==> config.mk <==
export PLATFORM = sky130hd
export DESIGN_NAME = sme_ctrl
export DESIGN_NICKNAME = d
export VERILOG_FILES = /design/src/hw/rtl/sme_pkg.sv /design/src/hw/rtl/sme_ctrl.sv
export SDC_FILE = /design/constraint.sdc
export NUM_CORES = 1
export LEC_CHECK = 0
export BUFFER_PORTS_ARGS = -buffer_cell sky130_fd_sc_hd__buf_2
export CORE_MARGIN = 4
export CORE_UTILIZATION = 38
export CTS_CLUSTER_DIAMETER = 150
export DETAILED_ROUTE_END_ITERATION = 7
export GPL_TIMING_DRIVEN = 0
export HOLD_SLACK_MARGIN = 0.1
export MAX_ROUTING_LAYER = met4
export PLACE_DENSITY = 0.79
export SLEW_MARGIN = 20
export SYNTH_ARGS = -nofsm -noshare
export SYNTH_HDL_FRONTEND = slang
export SYNTH_SLANG_ARGS = --single-unit
export TNS_END_PERCENT = 10
==> constraint.sdc <==
create_clock -name clk -period 2 [get_ports clk]
set_clock_uncertainty 0.2 [all_clocks]
set_input_delay 0.4 -clock clk [delete_from_list [all_inputs] [get_ports clk]]
set_output_delay 0.4 -clock clk [all_outputs]
set_load 0.02 [all_outputs]
==> src/hw/rtl/sme_pkg.sv <==
// ----------------------------------------------------------------------------
// sme_pkg: shared types and constants for the stack machine evaluator
// Command codes, payload structs, controller states and ctrl/status structs.
// ----------------------------------------------------------------------------
package sme_pkg;

	typedef enum logic [3:0] {
		CMD_START = 4'd0,
		CMD_NUM   = 4'd1,
		CMD_POP   = 4'd2,
		CMD_INV   = 4'd3,
		CMD_DUP   = 4'd4,
		CMD_SWP   = 4'd5,
		CMD_ADD   = 4'd6,
		CMD_SUB   = 4'd7,
		CMD_MUL   = 4'd8,
		CMD_DIV   = 4'd9,
		CMD_MOD   = 4'd10,
		CMD_END   = 4'd11
	} cmd_t;

	localparam int VAL_W = 31;
	localparam logic signed [VAL_W-1:0] VAL_MAX = 31'sd1000000000;
	localparam logic signed [VAL_W-1:0] VAL_MIN = -31'sd1000000000;

	typedef struct packed {
		logic [3:0]         cmd;
		logic signed [31:0] operand;
	} in_item_t;

	typedef struct packed {
		logic signed [30:0] value;
		logic               error;
	} out_item_t;

	typedef enum logic [3:0] {
		ST_IDLE,
		ST_RD1,
		ST_RD2,
		ST_EXEC,
		ST_MUL,
		ST_DIV,
		ST_DIVWAIT,
		ST_WB,
		ST_SWP2
	} state_t;

	// controller -> datapath
	typedef struct packed {
		logic rd_top;    // issue read of entry depth-1
		logic rd_below;  // issue read of entry depth-2, latch top
		logic lat_below; // latch below operand
		logic mul_go;    // register product
		logic div_go;    // start divider
		logic push;      // write operand at depth, depth++
		logic dup;       // write top at depth, depth++
		logic pop;       // depth--
		logic inv;       // write -top at depth-1
		logic wr_res;    // write result at depth-2, depth--
		logic swp_a;     // write top at depth-2
		logic swp_b;     // write below at depth-1
		logic set_err;
		logic clr_run;   // depth=0, error=0
		logic emit;
	} ctrl_t;

	// datapath -> controller
	typedef struct packed {
		logic err;
		logic empty;
		logic lt2;
		logic full;
		logic opnd_bad;
		logic top_zero;
		logic res_bad;
		logic div_done;
		logic one;
	} stat_t;

endpackage

==> src/hw/rtl/sme_ctrl.sv <==
// ----------------------------------------------------------------------------
// sme_ctrl: command sequencer for the stack machine evaluator
// ----------------------------------------------------------------------------
module sme_ctrl (
	input  logic              clk,
	input  logic              arst_n,
	input  logic              start,
	input  sme_pkg::in_item_t item,
	input  sme_pkg::stat_t    stat,
	output sme_pkg::ctrl_t    ctrl,
	output logic              busy,
	output logic              done
);
	import sme_pkg::*;

	state_t state_q, state_d;
	logic [3:0] cmd_q, cmd_d;

	always_ff @(posedge clk or negedge arst_n) begin
		if (!arst_n) begin
			state_q <= ST_IDLE;
			cmd_q   <= CMD_START;
		end else begin
			state_q <= state_d;
			cmd_q   <= cmd_d;
		end
	end

	always_comb begin
		state_d = state_q;
		cmd_d   = cmd_q;
		ctrl    = '0;
		done    = 1'b0;
		busy    = (state_q != ST_IDLE);
		unique case (state_q)
			ST_IDLE: begin
				if (start) begin
					cmd_d = item.cmd;
					priority if (item.cmd == CMD_START) begin
						ctrl.clr_run = 1'b1;
						if (stat.opnd_bad) ctrl.set_err = 1'b1;
						else ctrl.push = 1'b1;
					end else if (item.cmd == CMD_END) begin
						ctrl.emit = 1'b1;
						done = 1'b1;
					end else if (stat.err || item.cmd > CMD_END) begin
					end else if (item.cmd == CMD_NUM) begin
						if (stat.opnd_bad || stat.full) ctrl.set_err = 1'b1;
						else ctrl.push = 1'b1;
					end else if (item.cmd <= CMD_DUP) begin
						if (stat.empty) ctrl.set_err = 1'b1;
						else if (item.cmd == CMD_POP) ctrl.pop = 1'b1;
						else begin ctrl.rd_top = 1'b1; state_d = ST_RD1; end
					end else begin
						if (stat.lt2) ctrl.set_err = 1'b1;
						else begin ctrl.rd_top = 1'b1; state_d = ST_RD1; end
					end
				end
			end
			ST_RD1: begin
				ctrl.rd_below = 1'b1;
				state_d = (cmd_q <= CMD_DUP) ? ST_EXEC : ST_RD2;
			end
			ST_RD2: begin
				ctrl.lat_below = 1'b1;
				state_d = ST_EXEC;
			end
			ST_EXEC: begin
				state_d = ST_IDLE;
				unique case (cmd_q)
					CMD_INV: ctrl.inv = 1'b1;
					CMD_DUP: begin
						if (stat.full) ctrl.set_err = 1'b1;
						else ctrl.dup = 1'b1;
					end
					CMD_SWP: begin ctrl.swp_a = 1'b1; state_d = ST_SWP2; end
					CMD_MUL: begin ctrl.mul_go = 1'b1; state_d = ST_WB; end
					CMD_DIV, CMD_MOD: begin
						if (stat.top_zero) ctrl.set_err = 1'b1;
						else begin ctrl.div_go = 1'b1; state_d = ST_DIVWAIT; end
					end
					default: state_d = ST_WB;
				endcase
			end
			ST_SWP2: begin
				ctrl.swp_b = 1'b1;
				state_d = ST_IDLE;
			end
			ST_DIVWAIT: begin
				if (stat.div_done) begin
					ctrl.wr_res = 1'b1;
					state_d = ST_IDLE;
				end
			end
			ST_WB: begin
				if (stat.res_bad) ctrl.set_err = 1'b1;
				else ctrl.wr_res = 1'b1;
				state_d = ST_IDLE;
			end
			default: state_d = ST_IDLE;
		endcase
	end

endmodule

**After elaboration in Yosys (flattened, before gate mapping)**

Index checks and enable logic that the tools add are counted.

- Bits in latches: 0
- Memories: 0
- Memory bits (writable): 0
- Output and inout port bits: 17
- ROM bits: 0
- Bits in registers: 8

- Multiplexer cells: 79
- Shift-type cells: 0
- Reductions and logical operators: 9
- Equality and inequality tests: 24
- Add/sub/neg operators: 0
- Order comparisons: 3
- Multiply operators: 0
- Bitwise logic cells: 0
- Divide/modulo/power cells: 0

Operator list:

| cell | count |
|---|---|
| 1-bit 2-to-1 mux | 60 |
| 4-bit 2-to-1 mux | 10 |
| 4-bit == test (second input constant) | 5 |
| 4-bit case mux with 5 select lines | 1 |
| 4-bit by 2-bit == test with 1-bit output (second input constant) | 4 |
| 4-bit by 3-bit == test with 1-bit output (second input constant) | 4 |
| 2-bit inequality test (second input constant) | 6 |
| 4-bit case mux with 3 select lines | 1 |
| 3-bit inequality test (second input constant) | 3 |
| 9-bit AND reduction | 1 |
| 4-bit by 1-bit == test with 1-bit output (second input constant) | 2 |
| 4-bit by 3-bit less-or-equal comparator with 1-bit output (second input constant) | 2 |
| 4-bit logical NOT | 2 |
| 3-bit 2-to-1 mux | 2 |
| 4-bit > comparator (second input constant) | 1 |
| 2-bit 2-to-1 mux | 2 |
| 1-bit case mux with 2 select lines | 2 |
| 4-bit nonzero test | 1 |
| 2-bit OR reduction | 2 |
| 1-bit case mux with 3 select lines | 1 |
| 1-bit logical OR | 2 |
| 2-bit AND reduction | 1 |

**Logic depth before layout (Yosys ltp)**

- Depth in word-level cells: 10
- Gate-level depth with buffers: 6

**Worst setup path before layout**

Ideal clock, no wire load.

- Path kind: register to output
- Start: reg state_q[3]
- End: out ctrl[0] in the netlist's numbering
- Data arrival time: 1.742 ns
- Buffers on the path: 2
- Stages on the path, launching flop included: 7
- Path slack: -0.342 ns
- Path through: dfrtp_1 nor2_4 and3_1 buf_4 nand2_2 nor3_1 buf_4

RTL lines:

| what | line | text |
|---|---|---|
| start: declaration | sme_ctrl.sv:16 | `state_t state_q, state_d;` |
| start signal: assignment | sme_ctrl.sv:24 | `state_q <= state_d;` |
| end: declaration | sme_ctrl.sv:10 | `output sme_pkg::ctrl_t ctrl,` |

==> flow_summary_export.csv <==
group,metric,value,unit
outcome,status,"complete, but fails checks",
outcome,violations,"setup timing",
synthesis,synth-simple-area-share,0.4404,
floorplanning,design.die.area,0.002863,mm^2
setup_path,crit_required,1400,ps
setup_path,r2r.worst_path.cells,5,
routing,dr.pass1.iters,4,
setup_path,rrSetupSlack,290,ps
min_path,hp-class,"in -> reg",
global_route,grt_overflow,0,
timing,final.min_clock_period,2250,ps
clock_tree,cts_root_buf,"clkbuf_4",
floorplanning,rows,16,
routing,vias_per_cell,5.394,
timing,worstMarginPinSlew,278.3,ps
synthesis,yosysWarnings,0,
placed_design,gp_congestion,0.8176,
synthesis,synth_top_family_by_area,"simple AND/OR/NAND/NOR gates",
synthesis,ys_ff_latch,8,
cells_and_area,area_growth,53.10,%
clock_tree,cts_tree,"yes",
timing,rsz0062_at_grt,"yes",
placed_design,pre_cts_slack,-273.3,ps
setup_path,cp_cell_sequence,"xor2_2 -> nand4b_1 -> a221o_1 -> o211ai_1 -> buf_4",
timing,setup_violations,10,
global_route,grt_first_pass_wirelength,3.691,mm
placed_design,port_buffers,29,
cells_and_area,fillers,195,
setup_path,cp-end-kind,"output pin",
synthesis,yosysSeqAreaShare,0.2544,
pwr,power.leakage,0.5538,nW
cells_and_area,fin_util,0.6142,
routing,vias,917,
cells_and_area,regArea,203.9,um^2
clock_tree,cts.htree.levels,1,
global_route,grtUsageTotal,0.1817,
synthesis,yosys-mux-area-fraction,0.01272,
timing,min_period_over_period,1.125,
synthesis,netlist_area,787.0,um^2
cells_and_area,layout-drive-gt1-share,0.4895,
setup_path,arrival,1650,ps
routing,wl_met2,1.081,mm
pwr,power.switching,625.2,uW
clock_tree,path_clk_slew,50,ps
min_path,hold_end,"state_q[1]",
clock_tree,cts_sinks,8,
pwr,power.density,1140,mW/mm^2
routing,antenna_left,0,
synthesis,synth_cell_type_count,42,
timing,fmax,444.4,MHz
pwr,seqPwrFrac,0.234,
routing,dr_wl_met3,154,um
routing,wl_per_cell,13.08,um
floorplanning,io_pins,65,
placed_design,hpwl,1.622,mm
floorplanning,design.core.area,0.001962,mm^2
timing,maxSlewViolCount,0,
pwr,total_power,1.374,mW
synthesis,synth_compound_area_frac,0.1892,
synthesis,synth.avg_cell_area,7.716,um^2
setup_path,cp_slowest_cell,"dfrtp_2",
global_route,antenna_found_initial,0,
setup_path,timing.rr.start,"cmd_q[1]",
floorplanning,initial_core_util,0.4011,
job,drv_cap,0,
cells_and_area,layout.nets,193,
synthesis,synth.area.top_cells,"dfrtp_1 (25%), nand2_1 (9.1%), nor4b_1 (3.3%), nor3_1 (3.2%), buf_4 (2.9%)",
timing,hold_viol,0,
setup_path,max_stage_delay,430,ps
timing,setup_ws,-250.3,ps
timing,relSlewSlack,0.8141,
routing,drt-met1-wl,931,um
pwr,clock_power_share,0.085,
synthesis,yosysTopAreaCellShare,0.2544,
synthesis,synth-adder-area-share,0,
setup_path,start_kind,"flip-flop",
clock_tree,clock_latency,250,ps
pwr,swShare,0.4551,
cells_and_area,multi_input_area,604.3,um^2
routing,drc,0,
floorplanning,die-height,53.51,um
global_route,grt_pass1_vias,874,
pwr,irDropWorstVdd,0.4923,mV
timing,hold_ws,170.1,ps
routing,top_layer,"met4",
global_route,grt_start_max_net_pins,11,
synthesis,syn-num-nets,150,
synthesis,synth_top_cell_by_area,"dfrtp_1",
timing,tns,-1352,ps
synthesis,synthXorXnorAreaFrac,0.02067,
min_path,min_from,"stat[1]",
setup_path,r2r-end,"state_q[0]",
clock_tree,clockBufferDepth,2,
cells_and_area,n_antenna_cell,0,
floorplanning,dieWidth,53.51,um
routing,first_iter_violations,16,
clock_tree,cts_made_buffers,3,
pwr,p_comb_frac,0.682,
min_path,hold_depth,2,
setup_path,crit_fanout,4,
synthesis,syn_inst,102,
cells_and_area,most-common-layout-cells,"buf_2 (20), buf_4 (20), nand2_1 (19)",
pwr,p_int,748.5,uW
setup_path,critPathKind,"reg -> out",
routing,wirelength,2.224,mm
-- how the worst max path moves through the flow --
stage,start,end,slack [ps],cells after the start
CTS,cmd_q[1],ctrl[2],-280,6
global placement,item[33],ctrl[14],-250,6
finish,cmd_q[1],ctrl[2],-250,5
detailed placement,item[33],ctrl[14],-270,6
global route,cmd_q[1],ctrl[2],-350,5
floorplan,state_q[3],ctrl[7],-70,5
-- power groups by stage --
stage                     Sequential [mW]  Combinational (mW)  Clock (mW)
after CTS                           0.303               0.896       0.121
after global placement              0.275               0.767           0
after floorplan                     0.269               0.611           0
after global routing                0.329                1.04       0.129
final                               0.321               0.937       0.116
after detailed placement            0.280               0.782           0
-- synth_stat cells --
cell type	instances
a2111oi_2	1
a211o_1	2
a211oi_2	1
a21oi_1	1
a221o_1	1
a31o_1	1
a31oi_1	2
and2_1	1
and3_1	2
and4b_1	1
buf_2	4
buf_4	3
buf_6	1
clkbuf_1	2
dfrtp_1	8
inv_1	1
mux2i_1	1
nand2_1	19
nand2_2	1
nand2b_1	1
nand3_1	4
nand3b_1	3
nand4_1	1
nand4b_1	2
nor2_1	5
nor2_2	1
nor2_4	1
nor2b_1	3
nor3_1	5
nor3b_1	3
nor4_1	3
nor4b_1	3
o211ai_1	1
o21a_1	2
o21ai_0	4
o21bai_1	1
o311a_1	1
o31ai_1	1
or2_1	1
or2_2	1
or2b_1	1
xor2_2	1
-- cell families after synthesis --
kind of cell,count (synthesis)
flops,8
compound gates,19
mux,1
simple gates,62
buf+inv,11
xor+xnor,1
-- what timing repair did --
item	in CTS	in global routing
setup endpoints to repair	15	16
hold buffers	1	0
hold endpoints to repair	8	0
resized for setup	22	17
pin swaps	11	9
setup buffers	9	1
-- per-stage QoR --
stage | std cells | instance area, um^2
2_1_floorplan | 102 | 812.0
3_3_place_gp | 158 | 991.0
3_5_place_dp | 158 | 991.0
4_1_cts | 170 | 1154
5_1_grt | 170 | 1205
6_report | 170 | 1205
-- final cells by class --
type | count | share of cell area
tap | 27 | 0.02804
sequential | 8 | 0.1693
inverter | 1 | 0.003115
multi-input combinational | 83 | 0.5016
clock buffer | 3 | 0.01869
buffer | 8 | 0.04777
timing repair buffer | 40 | 0.2316
-- critical path, delay by kind of cell (launching register included) --
| family | cells | cell delay (ps) |
|---|---|---|
| buffers and inverters | 1 | 170 |
| AOI/OAI and AO/OA | 2 | 460 |
| and+or+nand+nor | 1 | 170 |
| xor gates and xnor gates | 1 | 170 |
| DFF | 1 | 430 |
-- metal layers --
metal  GRT usage  up-vias
met5           -        -
met4     0.08936        0
met1      0.2109      411
met2      0.3204       45
li1            -      454
met3    0.002817        7
-- sequential cells by signal, indices dropped and copies added (netlist names) --
register / count
state_q: 4
cmd_q: 4
No activity file was read; power rests on OpenSTA's default activity.
